$ cat src/rtl/cll_ram.sv
// Generic single-write, single-read RAM with a registered read port.
// Stand-alone; used for the link and value tables.
module cll_ram #(
  parameter int WIDTH = 8,
  parameter int DEPTH = 16,
  parameter int AW    = $clog2(DEPTH)
) (
  input  logic             clk,
  input  logic             we,
  input  logic [AW-1:0]    waddr,
  input  logic [WIDTH-1:0] wdata,
  input  logic [AW-1:0]    raddr,
  output logic [WIDTH-1:0] rdata
);

  logic [WIDTH-1:0] mem [DEPTH];

  always_ff @(posedge clk) begin
    if (we) begin
      mem[waddr] <= wdata;
    end
    rdata <= mem[raddr];
  end

endmodule

$ cat config.mk
export PLATFORM = sky130hd
export DESIGN_NAME = cll_ram
export DESIGN_NICKNAME = d
export VERILOG_FILES = /design/src/rtl/cll_ram.sv
export SDC_FILE = /design/constraint.sdc
export NUM_CORES = 1
export LEC_CHECK = 0
export ABC_AREA = 1
export BUFFER_PORTS_ARGS = -buffer_cell sky130_fd_sc_hd__buf_4
export CAP_MARGIN = 0
export CORE_AREA = 2 2 98 100
export CTS_CLUSTER_SIZE = 16
export DETAILED_ROUTE_END_ITERATION = 12
export DIE_AREA = 0 0 100 102
export GPL_ROUTABILITY_DRIVEN = 0
export GPL_TIMING_DRIVEN = 0
export PLACE_DENSITY = 0.82
export SYNTH_ARGS = -nofsm -noshare
export SYNTH_HDL_FRONTEND = slang
export SYNTH_SLANG_ARGS = --single-unit
export TNS_END_PERCENT = 100
$ cat constraint.sdc
create_clock -name clk -period 3 [get_ports clk]
set_input_delay 0.15 -clock clk [delete_from_list [all_inputs] [get_ports clk]]
set_output_delay 0.15 -clock clk [all_outputs]
set_load 0.05 [all_outputs]
Yosys cells after proc, flatten, opt, wreduce, memory -nomap -nowiden. Memories as Yosys holds them, arrays and structs flattened. A register that Yosys moved wholly into a read port is not among the register bits. Index checks and enable logic that the tools add are counted.

Multiplexer cells: 2.

Operators with widths (number): two-way mux 1 bit (2).

Bits of input ports: 18. Memories kept: 1. Flip-flop bits (word level): 0. RAM bits: 128.

Memory list: mem (depth 16, width 8, rd ports 1, clocked after memory_dff 1, wr ports 1, RTL line 16) `logic [WIDTH-1:0] mem [DEPTH];`.

Longest topological paths before layout.
Word-level depth: 2. Mapped depth: 8. Depth with buffers taken out: 7.

Least setup slack after synthesis. Ideal clock, no wire load.

Path type: in2reg. Start point: input port waddr[2]. End point: memory mem[10][0], enable pin. Path buffers: 0. Stages on the path: 2. Required time: 2.630 ns. Slack: 1.899 ns. Data arrival time: 0.731 ns. Cell sequence: nand3b_1 -> nor2_1.

RTL lines: start, declared (RTL line 10) `input logic [AW-1:0] waddr,`; end, declared (RTL line 16).

No word-level cell before the write port.

Final worst setup path.
Start point: register rdata[7], read port of mem. End point: output port rdata[7].

RTL lines: start, declared (RTL line 13) `output logic [WIDTH-1:0] rdata`.

No word-level cell between the ends.

==> flow_metrics.env <==
export IMPL_status="finished, final reports clean"
export IMPL_path_cells="buf_4"
export IMPL_syn_cell_area_um2=5770
export IMPL_ys_seq_elements=136
export IMPL_post_cts_resized=0
export IMPL_ys_async_sr_fraction_pct=0
export IMPL_io_pins=26
export IMPL_initial_core_util_pct=63.3
export IMPL_grtUsageTotal_pct=29.6
export IMPL_core_area_um2=9110
export IMPL_cp_max_fo=1
export IMPL_finalSetupTns_ns=0
export IMPL_hp_class="primary input to flip-flop"
export IMPL_dieArea_um2=10200
export IMPL_max_freq_mhz=841
export IMPL_synthToLayoutAreaGrowth_pct=15.9
export IMPL_crit_buf_inv=1
export IMPL_setup_violations=0
export IMPL_cp_start_kind="flip-flop"
export IMPL_grt_pass1_wl_um=21500
export IMPL_slowest_delay_ns=0.32
export IMPL_rsz0062_at_grt="no"
export IMPL_use_met2_pct=47.7
export IMPL_critical_path_top_delay_family="flip-flops"
export IMPL_worst_slew_pin_slew_ns=0.913
export IMPL_grt_max_degree=17
export IMPL_ys_top_cells_by_area="edfxtp_1 (67%), nand2_1 (11%), nand3_1 (8.4%), inv_1 (6.5%), dfxtp_1 (2.8%)"
export IMPL_path_class="flip-flop to output pin"
export IMPL_ys_warn_count=0
export IMPL_wl_per_cell_um=19.2
export IMPL_synthCells=551
export IMPL_period_needed_ns=1.19
export IMPL_drc=0
export IMPL_syn_avg_cell_area_um2=10.5
export IMPL_drtPass1Iterations=6
export IMPL_yosysTopAreaCellShare_pct=66.7
export IMPL_fin_nets=617
export IMPL_max_slew_margin_rel_pct=38.9
export IMPL_grt_busiest_layer="met2"
export IMPL_max_vdd_ir_drop_v=0.000525
export IMPL_power_leakage_nw=2.92
export IMPL_maxCapViolCount=0
export IMPL_numCtsBuffers=17
export IMPL_fin_ws_ns=1.81
export IMPL_finalMaxSlewViolations=0
export IMPL_period_share_pct=39.6
export IMPL_clock_sinks=136
export IMPL_die_x_um=100
export IMPL_initialDrtViolationCount=557
export IMPL_h_tree_depth=4
export IMPL_routed_via_density=5.70
export IMPL_dp_slack_ns=1.32
export IMPL_crit_path_top_delay_cell="dfxtp_1"
export IMPL_routed_wl_um=13900
export IMPL_cts_buffer_depth=2
export IMPL_synth_edf_count=128
export IMPL_synth_common_cells="nand2_1 (173), edfxtp_1 (128), inv_1 (100)"
export IMPL_critPathCaptureType="output pin"
export IMPL_ant_nets=0
export IMPL_worstPathArrival_ns=1.04
export IMPL_ys_seq_area_share_pct=69.4
export IMPL_use_met3_pct=7.32
export IMPL_required_ns=2.85
export IMPL_grt_pass1_vias=4027
export IMPL_yosysMostFrequentCell="nand2_1"
export IMPL_power_density_nw_per_um2=652
export IMPL_post_synth_num_cell_types=12
export IMPL_grt_antenna_before_repair=0
export IMPL_io_buffers=22
export IMPL_num_vias=4122
export IMPL_clock_skew_ns=0.00684
export IMPL_rows=35
export IMPL_drive_gt1_share_pct=12.7
export IMPL_post_route_util_pct=73.4
export IMPL_overflow=0
export IMPL_synthFlopType="edfxtp_1"
export IMPL_clk_pin_slew_worst_paths_ns=0.06
export IMPL_n_antenna_cell=0
export IMPL_chipHeight_um=102
export IMPL_clock_latency_ns=0.53
export IMPL_synth_top_area_cell="edfxtp_1"
export IMPL_synth_fp_nets=569
export IMPL_gr_usage_met1_pct=37.9
export IMPL_hold_viol=0
export IMPL_cts_tree="yes"
export IMPL_hpwl_um=8430
export IMPL_cts_root_buffer="clkbuf_8"
registers in the layout (all words and copies together), names as in the netlist:
name and count:
rdata 8, mem 128
area by class of cell:
type,instances,area [um2]
flip-flops and latches,136,4000
fillers,568,2420
multi-input cells,289,1210
clock buffers,17,414
inverters,102,383
repair buffers,29,235
plain buffers,24,166
well taps,111,139
clock inverters,15,129
layout by cell type (no fill, tap or decap), drive strengths merged:
cell type | Yosys | routed
inv | 102 | 104
nand3 | 97 | 97
dfxtp | 8 | 8
clkinv | 0 | 9
clkbuf | 0 | 17
buf | 24 | 46
nor2 | 17 | 17
clkinvlp | 0 | 3
dlygate4sd3 | 0 | 7
edfxtp | 128 | 128
bufinv | 0 | 1
nand2 | 173 | 173
nand3b | 2 | 2
logic make-up after synthesis:
| kind of cell | share of synthesized area, % |
|---|---|
| and+or+nand+nor | 21.0 |
| DFF | 69.4 |
| buffers and inverters | 9.52 |
per-layer routing:
metal / share of wire, % / up-vias
li1: - / 1879
met3: 10 / 55
met2: 47 / 309
met5: 0 / -
met4: 4.4 / 0
met1: 38 / 1879
what timing repair did:
action,in CTS,in global routing
setup endpoints to repair,0,0
hold endpoints to repair,112,0
hold buffers,7,0
setup buffers,0,0
power breakdown:
part           internal, mW  total [mW]  switching, mW
Combinational         0.100       0.342          0.241
Sequential             2.12        2.14         0.0120
Clock                  1.10        1.88          0.783
Total                  3.32        4.36           1.04
final timing paths:
path	startpoint	slack, ns	endpoint	cells past startpoint
min	wdata[0]	0.02	mem[10][0]$_DFFE_PP_	1
max	rdata[7]$_DFF_P_	1.81	rdata[7]	1
min reg2reg	mem[11][2]$_DFFE_PP_	0.70	rdata[2]$_DFF_P_	6
max reg2reg	mem[14][0]$_DFFE_PP_	1.94	rdata[0]$_DFF_P_	6
per-stage QoR:
stage,hold WS (ns),power [mW],instances,instance area [um2]
2_1_floorplan,0.249,2.37,551,5770
3_5_place_dp,0.507,2.49,684,6070
4_1_cts,0.000513,4.35,723,6680
6_report,0.0184,4.36,723,6680
3_3_place_gp,0.487,2.48,684,6070
5_1_grt,0.00225,4.46,723,6680
(Power assumes the default switching activity.)
