--- src/rtl/cll_pkg.sv ---
// Package for the cursor linked list engine: table geometry, request and
// result payload types, status codes and link helper functions.
// Depends on nothing; the top level and cll_ctrl use it by scoped names.
package cll_pkg;

  localparam int SLOTS  = 512;
  localparam int SLOT_W = $clog2(SLOTS);
  localparam int POS_W  = 9;
  localparam int LEN_W  = 9;
  localparam int VAL_W  = 32;
  localparam int CMP_W  = ((SLOT_W > POS_W) ? SLOT_W : POS_W) + 1;

  localparam logic [SLOT_W-1:0] FREE_HEAD = SLOT_W'(0);
  localparam logic [SLOT_W-1:0] USED_HEAD = SLOT_W'(SLOTS - 1);
  localparam logic [LEN_W-1:0]  MAX_LEN   = LEN_W'(SLOTS - 2);

  localparam logic OP_INSERT = 1'b0;
  localparam logic OP_DELETE = 1'b1;

  typedef enum logic [1:0] {
    ST_OK      = 2'd0,
    ST_BAD_POS = 2'd1,
    ST_NO_FREE = 2'd2
  } status_t;

  typedef struct packed {
    logic                    req_type;
    logic [POS_W-1:0]        position;
    logic signed [VAL_W-1:0] value;
  } req_t;

  typedef struct packed {
    status_t          status;
    logic [LEN_W-1:0] list_length;
  } rsp_t;

  typedef struct packed {
    logic              we;
    logic [SLOT_W-1:0] waddr;
    logic [SLOT_W-1:0] wdata;
    logic [SLOT_W-1:0] raddr;
  } link_port_t;

  typedef struct packed {
    logic              we;
    logic [SLOT_W-1:0] addr;
    logic [VAL_W-1:0]  data;
  } val_port_t;

  typedef struct packed {
    logic valid;
    rsp_t rsp;
  } done_t;

  // A link outside the table is treated as the end of a chain.
  function automatic logic [SLOT_W-1:0] link_clip(input logic [SLOT_W-1:0] v);
    logic [SLOT_W:0] vx;
    vx = {1'b0, v};
    return (vx < (SLOT_W + 1)'(SLOTS)) ? v : FREE_HEAD;
  endfunction

  // Link written to a slot by the start-up sweep: the free chain runs from
  // slot 0 up to the slot below the used-list header, which stays empty.
  function automatic logic [SLOT_W-1:0] init_link(input logic [SLOT_W-1:0] i);
    logic [SLOT_W-1:0] r;
    if (i == USED_HEAD || i == SLOT_W'(SLOTS - 2)) begin
      r = FREE_HEAD;
    end else begin
      r = i + SLOT_W'(1);
    end
    return r;
  endfunction

endpackage

--- src/rtl/cll_ctrl.sv ---
// Sequencer of the cursor linked list engine: start-up sweep of the link
// table, position checks, chain walk and relinking through the link RAM's
// one read and one write port. Depends on cll_pkg.
module cll_ctrl (
  input  logic                      clk,
  input  logic                      rst,
  input  logic                      req_valid,
  output logic                      req_ready,
  input  cll_pkg::req_t             req,
  input  logic [cll_pkg::SLOT_W-1:0] link_rdata,
  output cll_pkg::link_port_t       link_port,
  output cll_pkg::val_port_t        val_port,
  output cll_pkg::done_t            done,
  input  logic                      out_free
);

  typedef enum logic [3:0] {
    S_INIT, S_IDLE, S_CHECK, S_FREE, S_FNEXT, S_WALK, S_SUCC,
    S_LINK, S_VNEXT, S_FHEAD, S_FPUSH, S_RESP
  } state_t;

  state_t                           state;
  logic [cll_pkg::SLOT_W-1:0]       init_idx;
  logic [cll_pkg::SLOT_W-1:0]       count;
  logic                             op;
  logic [cll_pkg::POS_W-1:0]        pos;
  logic [cll_pkg::VAL_W-1:0]        val;
  logic [cll_pkg::SLOT_W-1:0]       slot;
  logic [cll_pkg::SLOT_W-1:0]       pred;
  logic [cll_pkg::POS_W-1:0]        walk_idx;
  cll_pkg::status_t                 status;

  logic [cll_pkg::SLOT_W-1:0]       rd;
  logic [cll_pkg::CMP_W-1:0]        pos_x;
  logic [cll_pkg::CMP_W-1:0]        cnt_x;
  logic                             pos_bad;
  logic                             first_pos;

  assign rd        = cll_pkg::link_clip(link_rdata);
  assign pos_x     = cll_pkg::CMP_W'(pos);
  assign cnt_x     = cll_pkg::CMP_W'(count);
  assign first_pos = (pos == cll_pkg::POS_W'(1));
  assign req_ready = (state == S_IDLE);

  always_comb begin
    if (op == cll_pkg::OP_INSERT) begin
      pos_bad = (pos_x == '0) || (pos_x > cnt_x + cll_pkg::CMP_W'(1));
    end else begin
      pos_bad = (pos_x == '0) || (pos_x > cnt_x);
    end
  end

  // RAM addressing; reads land on link_rdata in the cycle after the address.
  always_comb begin
    link_port = '0;
    val_port  = '0;
    case (state)
      S_INIT: begin
        link_port.we    = 1'b1;
        link_port.waddr = init_idx;
        link_port.wdata = cll_pkg::init_link(init_idx);
      end
      S_CHECK: begin
        link_port.raddr = (op == cll_pkg::OP_INSERT) ? cll_pkg::FREE_HEAD
                                                     : cll_pkg::USED_HEAD;
      end
      S_FREE: begin
        link_port.raddr = rd;
      end
      S_FNEXT: begin
        link_port.we    = 1'b1;
        link_port.waddr = cll_pkg::FREE_HEAD;
        link_port.wdata = rd;
        link_port.raddr = cll_pkg::USED_HEAD;
        val_port.we     = 1'b1;
        val_port.addr   = slot;
        val_port.data   = val;
      end
      S_WALK: begin
        link_port.raddr = rd;
      end
      S_SUCC: begin
        if (op == cll_pkg::OP_INSERT) begin
          link_port.we    = 1'b1;
          link_port.waddr = slot;
          link_port.wdata = rd;
        end else begin
          link_port.raddr = rd;
        end
      end
      S_LINK: begin
        link_port.we    = 1'b1;
        link_port.waddr = pred;
        link_port.wdata = slot;
      end
      S_VNEXT: begin
        link_port.we    = 1'b1;
        link_port.waddr = pred;
        link_port.wdata = rd;
        link_port.raddr = cll_pkg::FREE_HEAD;
      end
      S_FHEAD: begin
        link_port.we    = 1'b1;
        link_port.waddr = slot;
        link_port.wdata = rd;
      end
      S_FPUSH: begin
        link_port.we    = 1'b1;
        link_port.waddr = cll_pkg::FREE_HEAD;
        link_port.wdata = slot;
      end
      default: begin
        link_port = '0;
      end
    endcase
  end

  assign done.valid           = (state == S_RESP);
  assign done.rsp.status      = status;
  assign done.rsp.list_length = cll_pkg::LEN_W'(count);

  always_ff @(posedge clk) begin
    if (rst) begin
      state    <= S_INIT;
      init_idx <= '0;
      count    <= '0;
    end else begin
      case (state)
        S_INIT: begin
          init_idx <= init_idx + cll_pkg::SLOT_W'(1);
          if (init_idx == cll_pkg::USED_HEAD) begin
            state <= S_IDLE;
          end
        end
        S_IDLE: begin
          if (req_valid) begin
            op    <= req.req_type;
            pos   <= req.position;
            val   <= req.value;
            state <= S_CHECK;
          end
        end
        S_CHECK: begin
          if (pos_bad) begin
            status <= cll_pkg::ST_BAD_POS;
            state  <= S_RESP;
          end else if (op == cll_pkg::OP_INSERT) begin
            state <= S_FREE;
          end else begin
            pred     <= cll_pkg::USED_HEAD;
            walk_idx <= cll_pkg::POS_W'(1);
            state    <= first_pos ? S_SUCC : S_WALK;
          end
        end
        S_FREE: begin
          if (rd == cll_pkg::FREE_HEAD) begin
            status <= cll_pkg::ST_NO_FREE;
            state  <= S_RESP;
          end else begin
            slot  <= rd;
            state <= S_FNEXT;
          end
        end
        S_FNEXT: begin
          pred     <= cll_pkg::USED_HEAD;
          walk_idx <= cll_pkg::POS_W'(1);
          state    <= first_pos ? S_SUCC : S_WALK;
        end
        S_WALK: begin
          // walk_idx is the list position of the slot now on the read port.
          if (walk_idx == pos - cll_pkg::POS_W'(1)) begin
            pred  <= rd;
            state <= S_SUCC;
          end else begin
            walk_idx <= walk_idx + cll_pkg::POS_W'(1);
          end
        end
        S_SUCC: begin
          if (op == cll_pkg::OP_INSERT) begin
            state <= S_LINK;
          end else begin
            slot  <= rd;
            state <= S_VNEXT;
          end
        end
        S_LINK: begin
          count  <= count + cll_pkg::SLOT_W'(1);
          status <= cll_pkg::ST_OK;
          state  <= S_RESP;
        end
        S_VNEXT: begin
          state <= S_FHEAD;
        end
        S_FHEAD: begin
          state <= S_FPUSH;
        end
        S_FPUSH: begin
          count  <= count - cll_pkg::SLOT_W'(1);
          status <= cll_pkg::ST_OK;
          state  <= S_RESP;
        end
        S_RESP: begin
          if (out_free) begin
            state <= S_IDLE;
          end
        end
        default: begin
          state <= S_IDLE;
        end
      endcase
    end
  end

endmodule
--- config.mk ---
export PLATFORM = sky130hd
export DESIGN_NAME = cll_ctrl
export DESIGN_NICKNAME = d
export VERILOG_FILES = /design/src/rtl/cll_pkg.sv /design/src/rtl/cll_ctrl.sv
export SDC_FILE = /design/constraint.sdc
export NUM_CORES = 1
export LEC_CHECK = 0
export ABC_CLOCK_PERIOD_IN_PS = 4019
export BUFFER_PORTS_ARGS = -buffer_cell sky130_fd_sc_hd__buf_2
export CAP_MARGIN = 25
export CORE_MARGIN = 3
export CORE_UTILIZATION = 44
export CTS_CLUSTER_SIZE = 8
export DETAILED_ROUTE_END_ITERATION = 10
export GPL_TIMING_DRIVEN = 0
export PLACE_DENSITY_LB_ADDON = 0.08
export SYNTH_ARGS = -nofsm -noshare
export SYNTH_HDL_FRONTEND = slang
export SYNTH_SLANG_ARGS = --single-unit
--- constraint.sdc ---
create_clock -name clk -period 4.02 [get_ports clk]
set_input_delay 0.804 -clock clk [delete_from_list [all_inputs] [get_ports clk]]
set_output_delay 0.804 -clock clk [all_outputs]
set_load 0.05 [all_outputs]
* After elaboration in Yosys (flattened, before gate mapping)
Cells that the tools add are included.
** Word-level totals
- Memory bits (writable) :: 0
- Bits of input ports :: 55
- Latch bits :: 0
- Memories kept :: 0
- Memory bits (read-only) :: 0
- Word-level logic and storage cells :: 96
- Register bits :: 93
- Output and inout port bits :: 83
** Cells by class
- Reductions and logical operators :: 18
- Divide/modulo/power cells :: 0
- Equal/unequal tests :: 26
- Multipliers :: 0
- Add/subtract/negate cells :: 6
- Magnitude comparators :: 2
- Shift operators :: 0
- Bitwise gates (word level) :: 1
- Multiplexer cells :: 33
** Operators with widths (number)
- $pmux W19 S7 :: 1
- $mux W9 :: 11
- $pmux W9 S3 :: 2
- $pmux W4 S11 :: 1
- $mux W42 :: 1
- $pmux W9 S2 :: 2
- $pmux W9 S4 :: 1
- $mux W4 :: 7
- $add A9 B1 Y9 const B :: 3
- $ne A2 B2 Y1 const B :: 10
- $mux W19 :: 1
- $eq A9 B9 Y1 const B :: 2
- $sub A9 B1 Y9 const B :: 2
- $eq A4 B3 Y1 const B :: 4
- $eq A4 B4 Y1 const B :: 4
- $reduce_and A4 Y1 :: 3
- $add A9 B1 Y10 const B :: 1
- $gt A9 B10 Y1 :: 1
- $logic_not A10 Y1 :: 1
- $reduce_and A5 Y1 :: 2
- $eq A9 B1 Y1 const B :: 1
- $eq A9 B9 Y1 :: 1
- $gt A9 B9 Y1 :: 1
- $logic_not A9 Y1 :: 1
- 14 further kinds :: 22

* Longest topological paths before layout
- Depth in word-level cells :: 6
- Depth in mapped cells :: 11
- Depth with buffers taken out :: 11

* Worst setup path after synthesis
OpenSTA, ideal clock, no wires.
- Path type :: reg-to-reg
- Start point :: register state[3]
- End point :: register op, enable pin
- Setup slack :: 0.560 ns
- Arrival time :: 3.057 ns
- Stages on the path, launching flop included :: 5
- Library setup time :: 0.404 ns
- Required time :: 3.616 ns
- Cell sequence :: dfxtp_1 clkbuf_1 clkbuf_1 nor3_1 and3_1
** On the way
- Word-level cells in the longest chain between the ends :: 2
** Ends and longest elaborated chain
- start, declared :: line cll_ctrl.sv:22 : state_t state;
- start signal, assigned :: line cll_ctrl.sv:152 : state <= first_pos ? S_SUCC : S_WALK;
- start signal, assigned :: line cll_ctrl.sv:167 : state <= first_pos ? S_SUCC : S_WALK;
- $eq A4 B1 Y1
- via req_ready :: line cll_ctrl.sv:8 : output logic req_ready,
- $reduce_and A3 Y1 (no line)
- end signal, assigned :: line cll_ctrl.sv:137 : op <= req.req_type;
- end, declared :: line cll_ctrl.sv:25 : logic op;
The timed path passes the listed nets, and every way through them passes these cells.
A chain may end at the register's enable or synchronous reset.

==> reports/metrics.cfg <==
[status]
status=completed

[critical_path]
start_kind=register
worstPathMaxFanout=10
crit_start=state[2]
critPathCaptureType=primary output
reg2reg_depth=11
ff2ff_setup_slack_ns=0.79
rr_startpoint=state[3]
cp.arrival_ns=2.99
cp-endpoint=link_port[2]
required_ns=3.22
reg2reg_to=count[8]
critical_path_class=reg -> out

[clock_tree]
cts_max_path_buffers=2
cts_setup_buffers=0
cts_buffers=9
hold_buffers=0
cts-root-buf=clkbuf_16
clk_latency_ns=0.35
cts_tree=done
cts_resized=0
cts_max_level=3
cts.sinks=93
clkTransAtPathRegs_ns=0.07

[timing]
slew_violations=0
max_freq_ghz=0.264
relSlewSlack_pct=27.8
worstMarginPinSlew_ns=1.07
period_minus_slack_ns=3.79
skew_ns=0.00909
hold_viol=0
finalSetupTns_ns=0
rsz0062_at_grt=false
period_share_pct=94.4
finalSetupViolCount=0

[cells_and_area]
drive_gt1_share_pct=25.3
area_growth_pct=22.0
fin_nets=807
n_antenna_cell=0
final_area_mm2=0.00684

[drt]
routed_wirelength_um=14700
first_pass_iters=6
drtIter0Drc=365
detail-route-antenna-nets=0
drt-vias-per-instance=5.47
wl_per_cell_um=16.4
post-route-drc-count=0
vias=4875

[grt]
grt_max_degree=34
use_met1_pct=27.6
gr-usage-met2_pct=34.8
grt_overflow_total=0
grt.total_usage_pct=21.2
antenna_found_initial=0
busiest_layer=met2
met3_usage_pct=5.18
grt_pass1_wl_um=24300
grt_pass1_vias=4868

[logic_synthesis]
seq_area_frac_synth_pct=45.9
syn_area_per_cell_um2=9.87
ys_ff_latch=93
synth_edf_count=71
synthArstFlopShare_pct=0
synthesis.nets=656
synth_area_mm2=0.00561
synth-main-ff-cell=edfxtp_1
synthDistinctLibCells=61
yosysWarnings=0
syn_inst=568

[power_and_ir_drop]
p_int_mw=1.51
clock_power_share_pct=43.4
p_leak_nw=2.88
p_seq_share_pct=52.1
p_comb_share_pct=4.4
ir_drop_v=0.000279
powerDensity_mw_per_mm2=290
swShare_pct=23.9
switching_power_mw=0.474

[run]
max_cap_viol_count=0

[hold_path]
hp-class=reg -> reg
hold_depth=2

[placement]
dp_hpwl_um=11200
gp_routability_congestion=0.906
placed_cell_area_mm2=0.00654
port_buffers=137

[floorplanning]
io_pins=138
initial_utilization_pct=45.9
die_w_um=119
die_h_um=119
core_area_mm2=0.0122
rows=40
die_area_mm2=0.0141

==> worst max-delay path, cell delays in order, from the launching register on <==
cell	delay, ns
dfxtp_1	0.32
clkbuf_1	0.34
buf_4	0.25
clkbuf_1	0.36
nor2_1	0.10
nor3_1	0.77
nand2_1	0.13
nand2_1	0.10
buf_2	0.27
==> cell usage after synthesis (3+ instances only) <==
library cell	instances	area [µm²]
o21ai_1	3	15.0
edfxtp_1	71	2130
nand4_1	11	68.8
buf_2	4	20.0
a222oi_1	9	90.1
or2_2	11	68.8
nor2_1	44	165
o31ai_1	4	30.0
a31oi_1	3	18.8
nand2b_1	5	31.3
or3_1	5	31.3
nand2_1	56	210
and3_1	7	43.8
o211ai_1	3	22.5
a211oi_1	6	45.0
o21a_1	4	30.0
inv_1	30	113
or4_1	4	30.0
o311ai_0	3	26.3
o21ai_0	20	100
a22oi_1	7	52.6
xor2_1	15	131
nor3_1	15	75.1
a21oi_1	18	90.1
nor2b_1	4	25.0
and2_1	45	282
nand3_1	20	100
dfxtp_1	22	440
buf_4	3	22.5
ha_1	32	400
nor4_1	3	18.8
xnor2_1	24	210
clkbuf_1	17	63.8
a21o_1	3	22.5
a221o_1	4	40.0
nand3b_1	3	22.5
==> registers in the layout (all words and copies together), names as in the netlist <==
signal	flops
init_idx	9
count	9
op	1
pred	9
slot	9
status	2
walk_idx	9
state	4
pos	9
val	32
==> area by class of cell <==
| class | instances | area (µm²) |
|---|---|---|
| inverter | 30 | 113 |
| sequential | 93 | 2570 |
| buffer | 26 | 114 |
| clock buffer | 9 | 225 |
| fill | 1150 | 5370 |
| multi-input combinational | 419 | 2810 |
| timing repair buffer | 140 | 718 |
| clock inverter | 7 | 76.3 |
| tap | 168 | 210 |
==> metrics by stage <==
| step | util [%] | hold slack, ns | std cells | setup WS [ns] | total power [mW] |
|---|---|---|---|---|---|
| finish | 56.0 | 0.529 | 892 | 0.225 | 1.98 |
| CTS | 56.0 | 0.533 | 892 | 0.252 | 2.01 |
| global placement | 53.2 | 0.518 | 873 | 0.577 | 1.14 |
| global route | 56.0 | 0.571 | 892 | 0.0169 | 2.07 |
| floorplan | - | 0.504 | 568 | 0.560 | 1.10 |
| detailed placement | 53.5 | 0.522 | 876 | 0.656 | 1.14 |
==> how the worst min path moves through the flow <==
stage	from	endpoint
2_1_floorplan	init_idx[7]	init_idx[7]
3_3_place_gp	count[4]	count[4]
3_5_place_dp	count[4]	count[4]
4_1_cts	count[4]	count[4]
5_1_grt	count[5]	count[5]
6_report	count[5]	count[5]
==> routing by layer <==
layer	vias to the layer above	part of all wire (%)
met3	25	6.8
met2	196	49
met5	-	0
met1	2290	43
li1	2364	-
met4	0	1.7
==> power by group through the flow <==
stage          combinational, mW  clock, mW  sequential [mW]
2_1_floorplan             0.0427          0             1.05
3_3_place_gp              0.0866          0             1.06
3_5_place_dp              0.0884          0             1.06
4_1_cts                   0.0886      0.890             1.03
5_1_grt                   0.0966      0.935             1.03
6_report                  0.0881      0.861             1.03
==> layout by cell type, fill, tap and decap left out, types with 11 or more instances in the layout <==
| cell type | synthesis | routed |
|---|---|---|
| o21ai_0 | 20 | 20 |
| nor3_1 | 15 | 15 |
| xnor2_1 | 24 | 24 |
| nand4_1 | 11 | 11 |
| or2_2 | 11 | 11 |
| nand2_1 | 56 | 56 |
| dfxtp_1 | 22 | 22 |
| ha_1 | 32 | 32 |
| a21oi_1 | 18 | 18 |
| clkbuf_1 | 17 | 17 |
| buf_2 | 4 | 142 |
| nand3_1 | 20 | 20 |
| nor2_1 | 44 | 44 |
| inv_1 | 30 | 30 |
| edfxtp_1 | 71 | 71 |
| xor2_1 | 15 | 15 |
| and2_1 | 45 | 45 |
==> cell families after synthesis <==
| kind of cell | Yosys count | share of synthesized area (%) |
|---|---|---|
| xor gates and xnor gates | 40 | 6.49 |
| adders and majority gates | 33 | 7.50 |
| and+or+nand+nor | 242 | 22.9 |
| buffers and inverters | 56 | 4.04 |
| muxes | 2 | 0.357 |
| AOI/OAI and AO/OA | 102 | 12.9 |
| DFF | 93 | 45.9 |
No activity file was read; power rests on OpenSTA's default activity.
